## src/hw/rtl/mra_pkg.sv

```systemverilog
package mra_pkg;

  localparam int ROOMS_DEF     = 16;
  localparam int TIME_BITS_DEF = 48;

  localparam logic [6:0]  ROOM_COUNT_RESET = 7'd16;
  localparam logic [31:0] COUNT_MAX        = 32'hFFFF_FFFF;
  localparam logic [47:0] OUT_TIME_MAX     = 48'hFFFF_FFFF_FFFF;

  typedef enum logic [1:0] {
    ST_IDLE,
    ST_SCAN,
    ST_CALC,
    ST_WRITE
  } state_t;

  // Memory port strobes from the sequencer to the room store.
  typedef struct packed {
    logic fin_rd;
    logic use_rd;
    logic wr;
  } mem_ctl_t;

endpackage

```

## src/hw/rtl/mra_store.sv

```systemverilog
module mra_store #(
  parameter int ROOMS     = mra_pkg::ROOMS_DEF,
  parameter int TIME_BITS = mra_pkg::TIME_BITS_DEF,
  localparam int IDX_W    = (ROOMS > 1) ? $clog2(ROOMS) : 1
) (
  input  logic                 clk,
  input  logic                 rst,
  input  mra_pkg::mem_ctl_t    mem_ctl,
  input  logic [IDX_W-1:0]     fin_rd_addr,
  output logic [TIME_BITS-1:0] fin_rd_data,
  input  logic [IDX_W-1:0]     use_rd_addr,
  output logic [31:0]          use_rd_data,
  input  logic [IDX_W-1:0]     wr_addr,
  input  logic [TIME_BITS-1:0] wr_fin,
  input  logic [31:0]          wr_uses
);

  logic [TIME_BITS-1:0] fin_mem [ROOMS];
  logic [31:0]          use_mem [ROOMS];
  logic [ROOMS-1:0]     written;
  logic [TIME_BITS-1:0] fin_q;
  logic [31:0]          use_q;
  logic                 fin_ok;
  logic                 use_ok;

  always_ff @(posedge clk) begin
    if (mem_ctl.wr) begin
      fin_mem[wr_addr] <= wr_fin;
      use_mem[wr_addr] <= wr_uses;
    end
    if (mem_ctl.fin_rd) begin
      fin_q <= fin_mem[fin_rd_addr];
    end
    if (mem_ctl.use_rd) begin
      use_q <= use_mem[use_rd_addr];
    end
  end

  // A room that was never written since reset reads as zero: free and unused.
  always_ff @(posedge clk) begin
    if (rst) begin
      written <= '0;
      fin_ok  <= 1'b0;
      use_ok  <= 1'b0;
    end else begin
      if (mem_ctl.wr) begin
        written[wr_addr] <= 1'b1;
      end
      if (mem_ctl.fin_rd) begin
        fin_ok <= written[fin_rd_addr];
      end
      if (mem_ctl.use_rd) begin
        use_ok <= written[use_rd_addr];
      end
    end
  end

  assign fin_rd_data = fin_ok ? fin_q : '0;
  assign use_rd_data = use_ok ? use_q : '0;

endmodule

```

## src/hw/rtl/mra_ctrl.sv

```systemverilog
module mra_ctrl #(
  parameter int ROOMS     = mra_pkg::ROOMS_DEF,
  parameter int TIME_BITS = mra_pkg::TIME_BITS_DEF,
  localparam int IDX_W    = (ROOMS > 1) ? $clog2(ROOMS) : 1
) (
  input  logic                 clk,
  input  logic                 rst,
  input  logic                 cfg_wr_en,
  input  logic [6:0]           cfg_wr_data,
  input  logic                 in_valid,
  output logic                 in_stall,
  input  logic [31:0]          start_time,
  input  logic [31:0]          stop_time,
  output logic                 out_valid,
  input  logic                 out_stall,
  output logic [5:0]           room_index,
  output logic [47:0]          finish_time,
  output logic                 was_delayed,
  output logic [5:0]           top_room,
  output logic [31:0]          top_count,
  output mra_pkg::mem_ctl_t    mem_ctl,
  output logic [IDX_W-1:0]     fin_rd_addr,
  input  logic [TIME_BITS-1:0] fin_rd_data,
  output logic [IDX_W-1:0]     use_rd_addr,
  input  logic [31:0]          use_rd_data,
  output logic [IDX_W-1:0]     wr_addr,
  output logic [TIME_BITS-1:0] wr_fin,
  output logic [31:0]          wr_uses
);

  mra_pkg::state_t state;
  mra_pkg::state_t state_next;

  logic [6:0]           room_count;
  logic [6:0]           rooms_eff;
  logic [31:0]          start_q;
  logic [31:0]          dur_q;
  logic [IDX_W-1:0]     n_last;
  logic [IDX_W-1:0]     iss;
  logic                 iss_done;
  logic                 chk_valid;
  logic [IDX_W-1:0]     chk_idx;
  logic                 found;
  logic [IDX_W-1:0]     free_idx;
  logic [TIME_BITS-1:0] min_f;
  logic [IDX_W-1:0]     min_idx;
  logic [IDX_W-1:0]     pick;
  logic [TIME_BITS-1:0] fin;
  logic                 delayed;
  logic [31:0]          best_count;
  logic [5:0]           best_room;

  logic                 accept;
  logic                 issue;
  logic                 hit;
  logic                 scan_end;
  logic                 out_free;
  logic                 leave_write;
  logic [IDX_W-1:0]     pick_c;
  logic [TIME_BITS-1:0] base;
  logic [TIME_BITS:0]   sum;
  logic [31:0]          uses_new;
  logic                 best_take;
  logic [31:0]          best_count_next;
  logic [5:0]           best_room_next;
  logic [63:0]          fin_w;

  always_ff @(posedge clk) begin
    if (rst) begin
      room_count <= mra_pkg::ROOM_COUNT_RESET;
    end else if (cfg_wr_en) begin
      room_count <= cfg_wr_data;
    end
  end

  assign rooms_eff = (room_count == 7'd0) ? 7'd1 :
                     (room_count > 7'(ROOMS)) ? 7'(ROOMS) : room_count;

  assign accept   = in_valid && !in_stall;
  assign issue    = (state == mra_pkg::ST_SCAN) && !iss_done && !found;
  assign hit      = chk_valid && !found &&
                    (fin_rd_data <= {{(TIME_BITS-32){1'b0}}, start_q});
  assign scan_end = chk_valid && (hit || (chk_idx == n_last));
  assign out_free = !(out_valid && out_stall);
  assign leave_write = (state == mra_pkg::ST_WRITE) && out_free;

  assign pick_c = found ? free_idx : min_idx;
  assign base   = found ? {{(TIME_BITS-32){1'b0}}, start_q} : min_f;
  assign sum    = {1'b0, base} + {{(TIME_BITS-31){1'b0}}, dur_q};

  assign uses_new  = (use_rd_data == mra_pkg::COUNT_MAX) ? use_rd_data : use_rd_data + 32'd1;
  assign best_take = (uses_new > best_count) ||
                     ((uses_new == best_count) && (6'(pick) < best_room));
  assign best_count_next = best_take ? uses_new : best_count;
  assign best_room_next  = best_take ? 6'(pick) : best_room;
  assign fin_w = 64'(fin);

  always_comb begin
    state_next = state;
    case (state)
      mra_pkg::ST_IDLE: begin
        if (accept) begin
          state_next = mra_pkg::ST_SCAN;
        end
      end
      mra_pkg::ST_SCAN: begin
        if (scan_end) begin
          state_next = mra_pkg::ST_CALC;
        end
      end
      mra_pkg::ST_CALC: begin
        state_next = mra_pkg::ST_WRITE;
      end
      mra_pkg::ST_WRITE: begin
        if (out_free) begin
          state_next = mra_pkg::ST_IDLE;
        end
      end
      default: begin
        state_next = mra_pkg::ST_IDLE;
      end
    endcase
  end

  always_comb begin
    in_stall       = 1'b1;
    mem_ctl.fin_rd = 1'b0;
    mem_ctl.use_rd = 1'b0;
    mem_ctl.wr     = 1'b0;
    case (state)
      mra_pkg::ST_IDLE: begin
        in_stall = rst;
      end
      mra_pkg::ST_SCAN: begin
        mem_ctl.fin_rd = issue;
      end
      mra_pkg::ST_CALC: begin
        mem_ctl.use_rd = 1'b1;
      end
      mra_pkg::ST_WRITE: begin
        mem_ctl.wr = out_free;
      end
      default: begin
        in_stall = 1'b1;
      end
    endcase
  end

  assign fin_rd_addr = iss;
  assign use_rd_addr = pick_c;
  assign wr_addr     = pick;
  assign wr_fin      = fin;
  assign wr_uses     = uses_new;

  always_ff @(posedge clk) begin
    if (rst) begin
      state      <= mra_pkg::ST_IDLE;
      chk_valid  <= 1'b0;
      out_valid  <= 1'b0;
      best_count <= '0;
      best_room  <= '0;
    end else begin
      state     <= state_next;
      chk_valid <= issue;
      if (leave_write) begin
        out_valid  <= 1'b1;
        best_count <= best_count_next;
        best_room  <= best_room_next;
      end else if (!out_stall) begin
        out_valid <= 1'b0;
      end
    end
  end

  always_ff @(posedge clk) begin
    if (accept) begin
      start_q  <= start_time;
      dur_q    <= (stop_time > start_time) ? stop_time - start_time : 32'd0;
      n_last   <= IDX_W'(rooms_eff - 7'd1);
      iss      <= '0;
      iss_done <= 1'b0;
      found    <= 1'b0;
    end else begin
      if (issue) begin
        iss      <= iss + IDX_W'(1);
        iss_done <= (iss == n_last);
      end
      if (hit) begin
        found    <= 1'b1;
        free_idx <= chk_idx;
      end
    end
    chk_idx <= iss;
    // Earliest finish so far; a strict compare keeps the lowest room on ties.
    if (chk_valid && ((chk_idx == '0) || (fin_rd_data < min_f))) begin
      min_f   <= fin_rd_data;
      min_idx <= chk_idx;
    end
    if (state == mra_pkg::ST_CALC) begin
      pick    <= pick_c;
      delayed <= !found;
      fin     <= sum[TIME_BITS] ? {TIME_BITS{1'b1}} : sum[TIME_BITS-1:0];
    end
    if (leave_write) begin
      room_index  <= 6'(pick);
      finish_time <= (fin_w > 64'(mra_pkg::OUT_TIME_MAX)) ? mra_pkg::OUT_TIME_MAX : fin_w[47:0];
      was_delayed <= delayed;
      top_room    <= best_room_next;
      top_count   <= best_count_next;
    end
  end

endmodule

```

## src/hw/rtl/meeting_room_allocator_unit.sv

```systemverilog
// Channel   Direction  Handshake              Payload
// request   in         in_valid / in_stall    start_time, stop_time
// result    out        out_valid / out_stall  room_index, finish_time, was_delayed,
//                                             top_room, top_count
// config    in         cfg_wr_en              cfg_wr_data (room_count)
//
// A request scans the room finish-time memory one room per cycle until it meets a free
// room or reaches the last room in use, then reads the room's count and writes both back.
// A request is taken only once the one before has been written back. Reset clears all
// rooms at once through per-room written flags. A stalled result holds in the output
// register while the next request is taken; only its write-back waits for the register
// to drain.
module meeting_room_allocator_unit #(
  parameter int ROOMS     = mra_pkg::ROOMS_DEF,
  parameter int TIME_BITS = mra_pkg::TIME_BITS_DEF
) (
  input  logic        clk,
  input  logic        rst,
  input  logic        cfg_wr_en,
  input  logic [6:0]  cfg_wr_data,
  input  logic        in_valid,
  output logic        in_stall,
  input  logic [31:0] start_time,
  input  logic [31:0] stop_time,
  output logic        out_valid,
  input  logic        out_stall,
  output logic [5:0]  room_index,
  output logic [47:0] finish_time,
  output logic        was_delayed,
  output logic [5:0]  top_room,
  output logic [31:0] top_count
);

  localparam int IDX_W = (ROOMS > 1) ? $clog2(ROOMS) : 1;

  mra_pkg::mem_ctl_t    mem_ctl;
  logic [IDX_W-1:0]     fin_rd_addr;
  logic [TIME_BITS-1:0] fin_rd_data;
  logic [IDX_W-1:0]     use_rd_addr;
  logic [31:0]          use_rd_data;
  logic [IDX_W-1:0]     wr_addr;
  logic [TIME_BITS-1:0] wr_fin;
  logic [31:0]          wr_uses;

  mra_ctrl #(
    .ROOMS     (ROOMS),
    .TIME_BITS (TIME_BITS)
  ) u_ctrl (
    .clk         (clk),
    .rst         (rst),
    .cfg_wr_en   (cfg_wr_en),
    .cfg_wr_data (cfg_wr_data),
    .in_valid    (in_valid),
    .in_stall    (in_stall),
    .start_time  (start_time),
    .stop_time   (stop_time),
    .out_valid   (out_valid),
    .out_stall   (out_stall),
    .room_index  (room_index),
    .finish_time (finish_time),
    .was_delayed (was_delayed),
    .top_room    (top_room),
    .top_count   (top_count),
    .mem_ctl     (mem_ctl),
    .fin_rd_addr (fin_rd_addr),
    .fin_rd_data (fin_rd_data),
    .use_rd_addr (use_rd_addr),
    .use_rd_data (use_rd_data),
    .wr_addr     (wr_addr),
    .wr_fin      (wr_fin),
    .wr_uses     (wr_uses)
  );

  mra_store #(
    .ROOMS     (ROOMS),
    .TIME_BITS (TIME_BITS)
  ) u_store (
    .clk         (clk),
    .rst         (rst),
    .mem_ctl     (mem_ctl),
    .fin_rd_addr (fin_rd_addr),
    .fin_rd_data (fin_rd_data),
    .use_rd_addr (use_rd_addr),
    .use_rd_data (use_rd_data),
    .wr_addr     (wr_addr),
    .wr_fin      (wr_fin),
    .wr_uses     (wr_uses)
  );

`ifndef SYNTHESIS
  // Only one request is in work at a time.
  a_one_in_work: assert property (@(posedge clk) disable iff (rst)
    (in_valid && !in_stall) |=> in_stall)
    else $error("request accepted while another was in work");

  // The assigned room and the top room are always rooms that exist.
  a_room_range: assert property (@(posedge clk) disable iff (rst)
    out_valid |-> ((7'(room_index) < 7'(ROOMS)) && (7'(top_room) < 7'(ROOMS))))
    else $error("room number out of range");

  // Every result follows at least one booking, so the top count cannot be zero.
  a_top_nonzero: assert property (@(posedge clk) disable iff (rst)
    out_valid |-> (top_count != 32'd0))
    else $error("top count zero on a result word");

  // The memory is never written during the room scan.
  a_no_write_in_scan: assert property (@(posedge clk) disable iff (rst)
    mem_ctl.fin_rd |-> !mem_ctl.wr)
    else $error("write-back overlaps the room scan");
`endif

endmodule

```

## config.mk

```make
export PLATFORM = sky130hd
export DESIGN_NAME = meeting_room_allocator_unit
export DESIGN_NICKNAME = d
export VERILOG_FILES = /design/src/hw/rtl/mra_pkg.sv /design/src/hw/rtl/mra_store.sv /design/src/hw/rtl/mra_ctrl.sv /design/src/hw/rtl/meeting_room_allocator_unit.sv
export SDC_FILE = /design/constraint.sdc
export NUM_CORES = 2
export LEC_CHECK = 0
export ABC_AREA = 1
export BUFFER_PORTS_ARGS = -buffer_cell sky130_fd_sc_hd__buf_2
export CORE_MARGIN = 5
export CORE_UTILIZATION = 57
export DETAILED_ROUTE_END_ITERATION = 6
export PLACE_DENSITY = 0.77
export SLEW_MARGIN = 20
export SYNTH_ARGS = -nofsm -noshare
export SYNTH_HDL_FRONTEND = slang
export SYNTH_SLANG_ARGS = --single-unit
```

## constraint.sdc

```tcl
create_clock -name clk -period 5.8 [get_ports clk]
set_input_delay 0.29 -clock clk [delete_from_list [all_inputs] [get_ports clk]]
set_output_delay 0.29 -clock clk [all_outputs]
set_load 0.005 [all_outputs]
```

## Word-level counts from Yosys, hierarchy flattened

Memory sizes are Yosys's and may differ from the RTL's. A register that Yosys moved wholly into a read port is not among the register bits.
Cells that the tools add are included.

| operators by class | value |
|---|---|
| add/subtract/negate cells | 5 |
| bitwise logic cells | 2 |
| $lt $le $gt $ge | 11 |
| reduce and logical (&&, ||, !) cells | 23 |
| equality and inequality tests | 11 |
| multiplexer cells | 27 |

Operators with widths:

| cell | count |
|---|---|
| 32-bit 2-to-1 mux | 3 |
| 48-bit 2-to-1 mux | 2 |
| 32-bit greater-than comparator | 2 |
| 48-bit by 32-bit adder with 49-bit output | 1 |
| 48-bit greater-than comparator (second input constant) | 1 |
| 48-bit by 32-bit <= comparator with 1-bit output | 1 |
| 48-bit less-than comparator | 1 |
| 32-bit by 1-bit adder with 32-bit output (second input constant) | 1 |
| 32-bit == test | 1 |
| 32-bit == test (second input constant) | 1 |
| 32-bit subtractor | 1 |
| 16-bit bitwise OR | 1 |
| 4-bit by 5-bit less-than comparator with 1-bit output (second input constant) | 3 |
| 4-bit 2-to-1 mux | 3 |
| 1-bit logical AND | 11 |
| 1-bit 2-to-1 mux | 11 |
| 1-bit binary-select mux with 4-bit select | 2 |
| 4-bit == test | 2 |
| 2-bit case mux with 4 select lines | 1 |
| 7-bit by 5-bit greater-than comparator with 1-bit output (second input constant) | 1 |
| 7-bit zero test | 1 |
| 4-bit by 6-bit less-than comparator with 1-bit output | 1 |
| 2-bit 2-to-1 mux | 3 |
| 6-bit 2-to-1 mux | 1 |
| other kinds (15) | 23 |

| word-level totals | value |
|---|---|
| memories kept | 2 |
| bits in registers | 345 |
| memory bits (writable) | 1,280 |
| word-level logic and storage cells | 108 |
| input bits | 76 |
| output and inout port bits | 95 |

Memories:

| name | depth | bits a word | rd ports | clocked after Yosys merged registers in | write ports | RTL line | text |
|---|---|---|---|---|---|---|---|
| u_store.fin_mem | 16 | 48 | 1 | 1 | 1 | mra_store.sv:18 | `logic [TIME_BITS-1:0] fin_mem [ROOMS];` |
| u_store.use_mem | 16 | 32 | 1 | 1 | 1 | mra_store.sv:19 | `logic [31:0] use_mem [ROOMS];` |

## Logic depth before layout (Yosys ltp)

| logic depth | value |
|---|---|
| word-level depth | 7 |
| mapped depth | 30 |
| depth with buffers taken out | 26 |

## Hierarchy

From an unflattened synthesis, not the netlist that was laid out.

| second synthesis, totals | value |
|---|---|
| cell total of the unflattened synthesis | 6,668 |
| area, all modules | 74,904.3 um^2 |

By module, submodules not included:

| module | cells each | area an instance (um^2) | instances | sequential area each (um^2) |
|---|---|---|---|---|
| mra_store | 4,093 | 54,018.1 | 1 | 41,199.5 |
| mra_ctrl | 2,575 | 20,886.3 | 1 | 9,228.9 |

## Worst setup path before layout

Ideal clock, no wire load.

| timing path | value |
|---|---|
| path type | flip-flop to flip-flop |
| start | register u_ctrl.found |
| end | register u_ctrl.iss[3], in the netlist u_ctrl.fin_rd_addr[3] |
| path slack | 0.439 ns |
| required time | 5.606 ns |
| period minus slack after synthesis | 5.361 ns |
| arrival | 5.167 ns |
| cell stages (with the launch flop) | 9 |
| path through | dfxtp_1 buf_2 buf_2 nor3_1 inv_1 nor2_1 nand3_1 xor2_1 nor2_1 |

| on the way | value |
|---|---|
| word-level cells in the longest chain between the ends | 2 |

Ends and longest elaborated chain:

| what | RTL line | text |
|---|---|---|
| start: declaration | mra_ctrl.sv:43 | `logic found;` |
| start signal: assignment | mra_ctrl.sv:182 | `found <= 1'b0;` |
| start signal: assignment | mra_ctrl.sv:189 | `found <= 1'b1;` |
| 1-bit zero test | mra_ctrl.sv:80 | `assign issue = (state == mra_pkg::ST_SCAN) && !iss_done && !found;` |
| 1-bit logical AND | mra_ctrl.sv:80 |  |
| end signal: assignment | mra_ctrl.sv:185 | `iss <= iss + IDX_W'(1);` |
| end: declaration | mra_ctrl.sv:39 | `logic [IDX_W-1:0] iss;` |

Every way passes these cells.
A chain may end at the register's enable or synchronous reset.

## Worst setup path in the final report

| timing path | value |
|---|---|
| start | register u_store.use_ok |
| end | register u_ctrl.top_count[15], data pin |

| on the way | value |
|---|---|
| word-level cells in the longest chain between the ends | 7 |

Ends and longest elaborated chain:

| what | RTL line | text |
|---|---|---|
| start: declaration | mra_store.sv:24 | `logic use_ok;` |
| start signal: assignment | mra_store.sv:53 | `use_ok <= written[use_rd_addr];` |
| 32-bit 2-to-1 mux (*) | mra_store.sv:59 | `assign use_rd_data = use_ok ? use_q : '0;` |
| 32-bit by 1-bit adder with 32-bit output / 32-bit == test (equally long branches) | mra_ctrl.sv:91 | `assign uses_new = (use_rd_data == mra_pkg::COUNT_MAX) ? use_rd_data : use_rd_data + 32'd1;` |
| 32-bit 2-to-1 mux (*) | mra_ctrl.sv:91 |  |
| via u_ctrl.wr_uses[21] | mra_ctrl.sv:28 | `output logic [31:0] wr_uses` |
| parallel branches: the longest is 2 deep, another holds 32-bit greater-than comparator | -- |  |
| 1-bit logical OR (*) | mra_ctrl.sv:92 | `assign best_take = (uses_new > best_count) \|\|` |
| 32-bit 2-to-1 mux (*) | mra_ctrl.sv:94 | `assign best_count_next = best_take ? uses_new : best_count;` |
| via u_ctrl.best_count_next[15] | mra_ctrl.sv:64 | `logic [31:0] best_count_next;` |
| end signal: assignment | mra_ctrl.sv:209 | `top_count <= best_count_next;` |
| end: declaration | mra_ctrl.sv:20 | `output logic [31:0] top_count,` |

Mark *: on every way through the listed nets, which the timed path passes.

==> flow_summary_export.csv <==
group,metric,value,unit
setup_path,cp-start-kind,"flip-flop",
cells_and_area,final_common_cell,"edfxtp_1",
route,wl_per_cell,24.8,µm
cts,root_buffer,"clkbuf_16",
synth,synth_area_per_cell,11.7,µm²
setup_path,r2r_cells,22,
cts,cts_tree,"yes",
min_path,hold_class,"input pin to flip-flop",
floorplanning,io_pins,171,
setup_path,required,6310,ps
timing,finalHoldViolations,0,
synth,postSynth.asyncResetShare,0,%
setup_path,r2r_start,"u_store.use_ok$_SDFFE_PP0P_",
cts,cts_buffers,166,
cts,cts_num_sinks,1705,
synth,ys_types,53,
grt,grt_pass1_vias,49400,
placement,place_ws,90.2,ps
synth,ys_ff_latch,1705,
setup_path,critical_path_class,"flip-flop to flip-flop",
grt,grt_overflow,0,
setup_path,crit_path_top_delay_cell,"dfxtp_1",
cts,ctsHtreeMaxLevel,4,
cells_and_area,multi_input_area,0.0202,mm²
timing,setup_viol_count_final,0,
grt,grt_pass1_wl,300000,µm
placement,dp_cells,7823,
setup_path,critical_path_buf_inv_count,5,
setup_path,ff2ff_setup_slack,550,ps
floorplanning,start_util,57.5,%
cells_and_area,syn2layout_area_growth,11.5,%
grt,antenna_found_initial,2,
pwr,leakage,29.3,nW
synth,synth_warnings,0,
route,first_pass_iters,7,
setup_path,r2r_end,"u_ctrl.top_count[15]$_DFFE_PP_",
floorplanning,rows,131,
cells_and_area,layout_common_cells,"edfxtp_1 (1628), nor2_1 (978), o21ai_0 (804)",
timing,slew_violations,0,
setup_path,worstPathCellList,"buf_4 > nand2_1 > nor2_1 > nand2_1 > nor2_1 > nand2_1 > inv_2 > nand3_4 > inv_2 > a21oi_1 > inv_1 > ha_1 > nand2_1 > nor2_1 > nand4_1 > nor2_1 > nand2_1 > nor3_1 > o21ai_2 > nand2_4 > buf_4 > o21ai_0",
route,wirelength,203000,µm
placement,place_congestion,0.953,
timing,worst_pin_slew,1120,ps
cts,insertion_delay,800,ps
timing,fin_ws,546,ps
timing,period_share,90.6,%
timing,rsz0062_at_grt,"true",
cells_and_area,final_cells,8186,
cells_and_area,regArea,0.0504,mm²
cells_and_area,nets,6647,
min_path,holdPathStages,4,
setup_path,end_kind,"flip-flop",
cts,cts_setup_buffers,0,
status,violations,"DRC",
setup_path,critPathMaxStageDelay,560,ps
pwr,irDropWorstVdd,0.439,mV
synth,yosysSeqAreaShare,68.5,%
synth,synth_ff_type,"edfxtp_1",
timing,min_period,5250,ps
timing,fin_tns_setup,0,ps
route,vias,51400,
timing,fin_skew,26.1,ps
synth,synth_area,0.0736,mm²
setup_path,critPathTopFamily,"simple AND/OR/NAND/NOR gates",
placement,dp_hpwl,119000,µm
cells_and_area,drive_gt1_share,9.01,%
route,post-route-drc-count,1,
setup_path,critPathMaxFanout,38,
route,drtIter0Drc,6903,
timing,max_freq,0.190,GHz
floorplanning,core-area,0.128,mm²
grt,grt_max_degree,180,
cells_and_area,fillerInstances,9321,
min_path,min_from,"stop_time[13]",
floorplanning,die_width,369,µm
route,via_per_inst,6.27,
min_path,min_to,"u_ctrl.dur_q[13]$_SDFFCE_PP0P_",
floorplanning,dieArea,0.136,mm²
placement,io_buffers,168,
synth,synth-edff-count,1628,
pwr,power_density,472,mW/mm²
status,status,"finished with violations",
cts,path_clk_slew,60,ps
cts,cts.path.max_buffers,3,
floorplanning,die_h,369,µm
run,maxCapViolations,0,
grt,grt_util_all_layers,29.0,%
route,antenna_left,0,
timing,maxSlewHeadroom,25.0,%
synth,syn_inst,6271,
setup_path,crit_arrival,5770,ps
setup_path,cpMostUsedCell,"nand2_1",
metrics by stage:
stage               hold slack [ps]  utilization, %  total power (W)  instance area [µm²]
floorplan                       329               -           0.0242                73600
CTS                            24.1            64.1           0.0385                82000
global route                   88.0            64.1           0.0405                82000
finish                         83.1            64.1           0.0387                82000
global placement                448            59.7           0.0281                76300
detailed placement              451            59.7           0.0284                76300
power by group:
| group | switching, W | internal [W] | leakage, nW | total, W |
|---|---|---|---|---|
| registers | 0.00100 | 0.0153 | 15.5 | 0.0163 |
| logic | 0.00879 | 0.00339 | 11.4 | 0.0122 |
| clock network | 0.00459 | 0.00556 | 2.47 | 0.0101 |
final cells by class:
| type | instances | share of cell area [%] |
|---|---|---|
| Sequential cell | 1705 | 61.5 |
| Multi-Input combinational cell | 3756 | 24.7 |
| Clock buffer | 223 | 5.41 |
| Timing Repair Buffer | 321 | 3.07 |
| Tap cell | 1662 | 2.54 |
| Inverter | 436 | 2.03 |
| Clock inverter | 82 | 0.769 |
| Antenna cell | 1 | 0.00305 |
synth_stat cells (6+ instances only):
cell type     n  area, µm²
o221ai_1    227       1990
o21ai_1       6       30.0
nor2_1      994       3730
o211ai_1    101        758
dfxtp_1      77       1540
nand4_1      68        425
inv_1       427       1600
o21ai_0     804       4020
edfxtp_1   1628      48900
o22ai_1     102        638
xor2_1       39        342
nor3_1       36        180
nand2_2       8       50.1
buf_2        31        155
nand2_1     671       2520
o21bai_1     10       75.1
o21a_1       11       82.6
nand3_1     186        931
or2_2        24        150
nor4_1       12       75.1
xnor2_1      24        210
a21o_1       14        105
ha_1        183       2290
clkbuf_1    323       1210
buf_1        13       48.8
nand3b_1      9       67.6
a21oi_1     168        841
a31oi_1      11       68.8
worst max-delay path by stage:
stage                                            from                                 end  slack [ps]  depth (start not counted)
after floorplan             u_ctrl.found$_SDFFE_PP0N_  u_ctrl.fin_rd_addr[3]$_SDFFE_PP0P_         440                          8
after global placement    u_store.use_ok$_SDFFE_PP0P_  u_ctrl.best_count[29]$_SDFFE_PP0P_         140                         23
after detailed placement  u_store.use_ok$_SDFFE_PP0P_  u_ctrl.best_count[23]$_SDFFE_PP0P_          90                         23
after CTS                 u_store.use_ok$_SDFFE_PP0P_  u_ctrl.best_count[23]$_SDFFE_PP0P_          60                         24
after global routing      u_store.use_ok$_SDFFE_PP0P_  u_ctrl.best_count[23]$_SDFFE_PP0P_         -10                         24
final                     u_store.use_ok$_SDFFE_PP0P_      u_ctrl.top_count[15]$_DFFE_PP_         550                         22
repair_timing:
| item | 4_1_cts | 5_1_grt |
|---|---|---|
| endpoints found under the hold margin | 44 | 0 |
| hold buffers | 56 | 0 |
| resized for setup | 0 | 5 |
| setup endpoints to repair | 0 | 56 |
metal layers:
| layer | global-route usage (%) | routed length (µm) | vias to the layer above |
|---|---|---|---|
| li1 | - | - | 22900 |
| met1 | 36.3 | 74300 | 25000 |
| met2 | 49.9 | 101000 | 2936 |
| met3 | 4.18 | 17000 | 555 |
| met4 | 14.3 | 10700 | 0 |
| met5 | 0 | 0 | - |
kinds of logic (layout without fill, tap and decap cells):
group | Yosys count | after routing | share of synthesized area, %
buffers and inverters | 812 | 1062 | 4.26
adder cells (fa/ha/maj) | 185 | 185 | 3.17
AO/OA/AOI/OAI | 1465 | 1465 | 11.8
flip-flops | 1705 | 1705 | 68.5
XOR/XNOR | 63 | 63 | 0.750
other | 1 | 3 | 0.00510
AND/OR/NAND/NOR | 2040 | 2041 | 11.4
worst reg2reg max path, delay by kind of cell, from the launching register on:
family          cells  cell delay (ps)
compound gates      3              420
fa+ha+maj           1              240
flops               1              560
simple gates       13             2110
buf+inv             5             1670
registers in the layout, indices dropped and copies added (netlist names), 6 cells and up:
name and flops:
u_ctrl.dur_q 32, u_store.fin_mem 768, u_store.fin_q 48, u_ctrl.room_count 7, u_ctrl.best_count 32, u_ctrl.top_count 32, u_ctrl.wr_fin 48, u_ctrl.best_room 6
u_store.use_q 32, u_ctrl.min_f 48, u_ctrl.start_q 32, u_ctrl.top_room 6, u_ctrl.finish_time 48, u_store.use_mem 512, u_store.written 16
No activity file was read; power rests on OpenSTA's default activity.
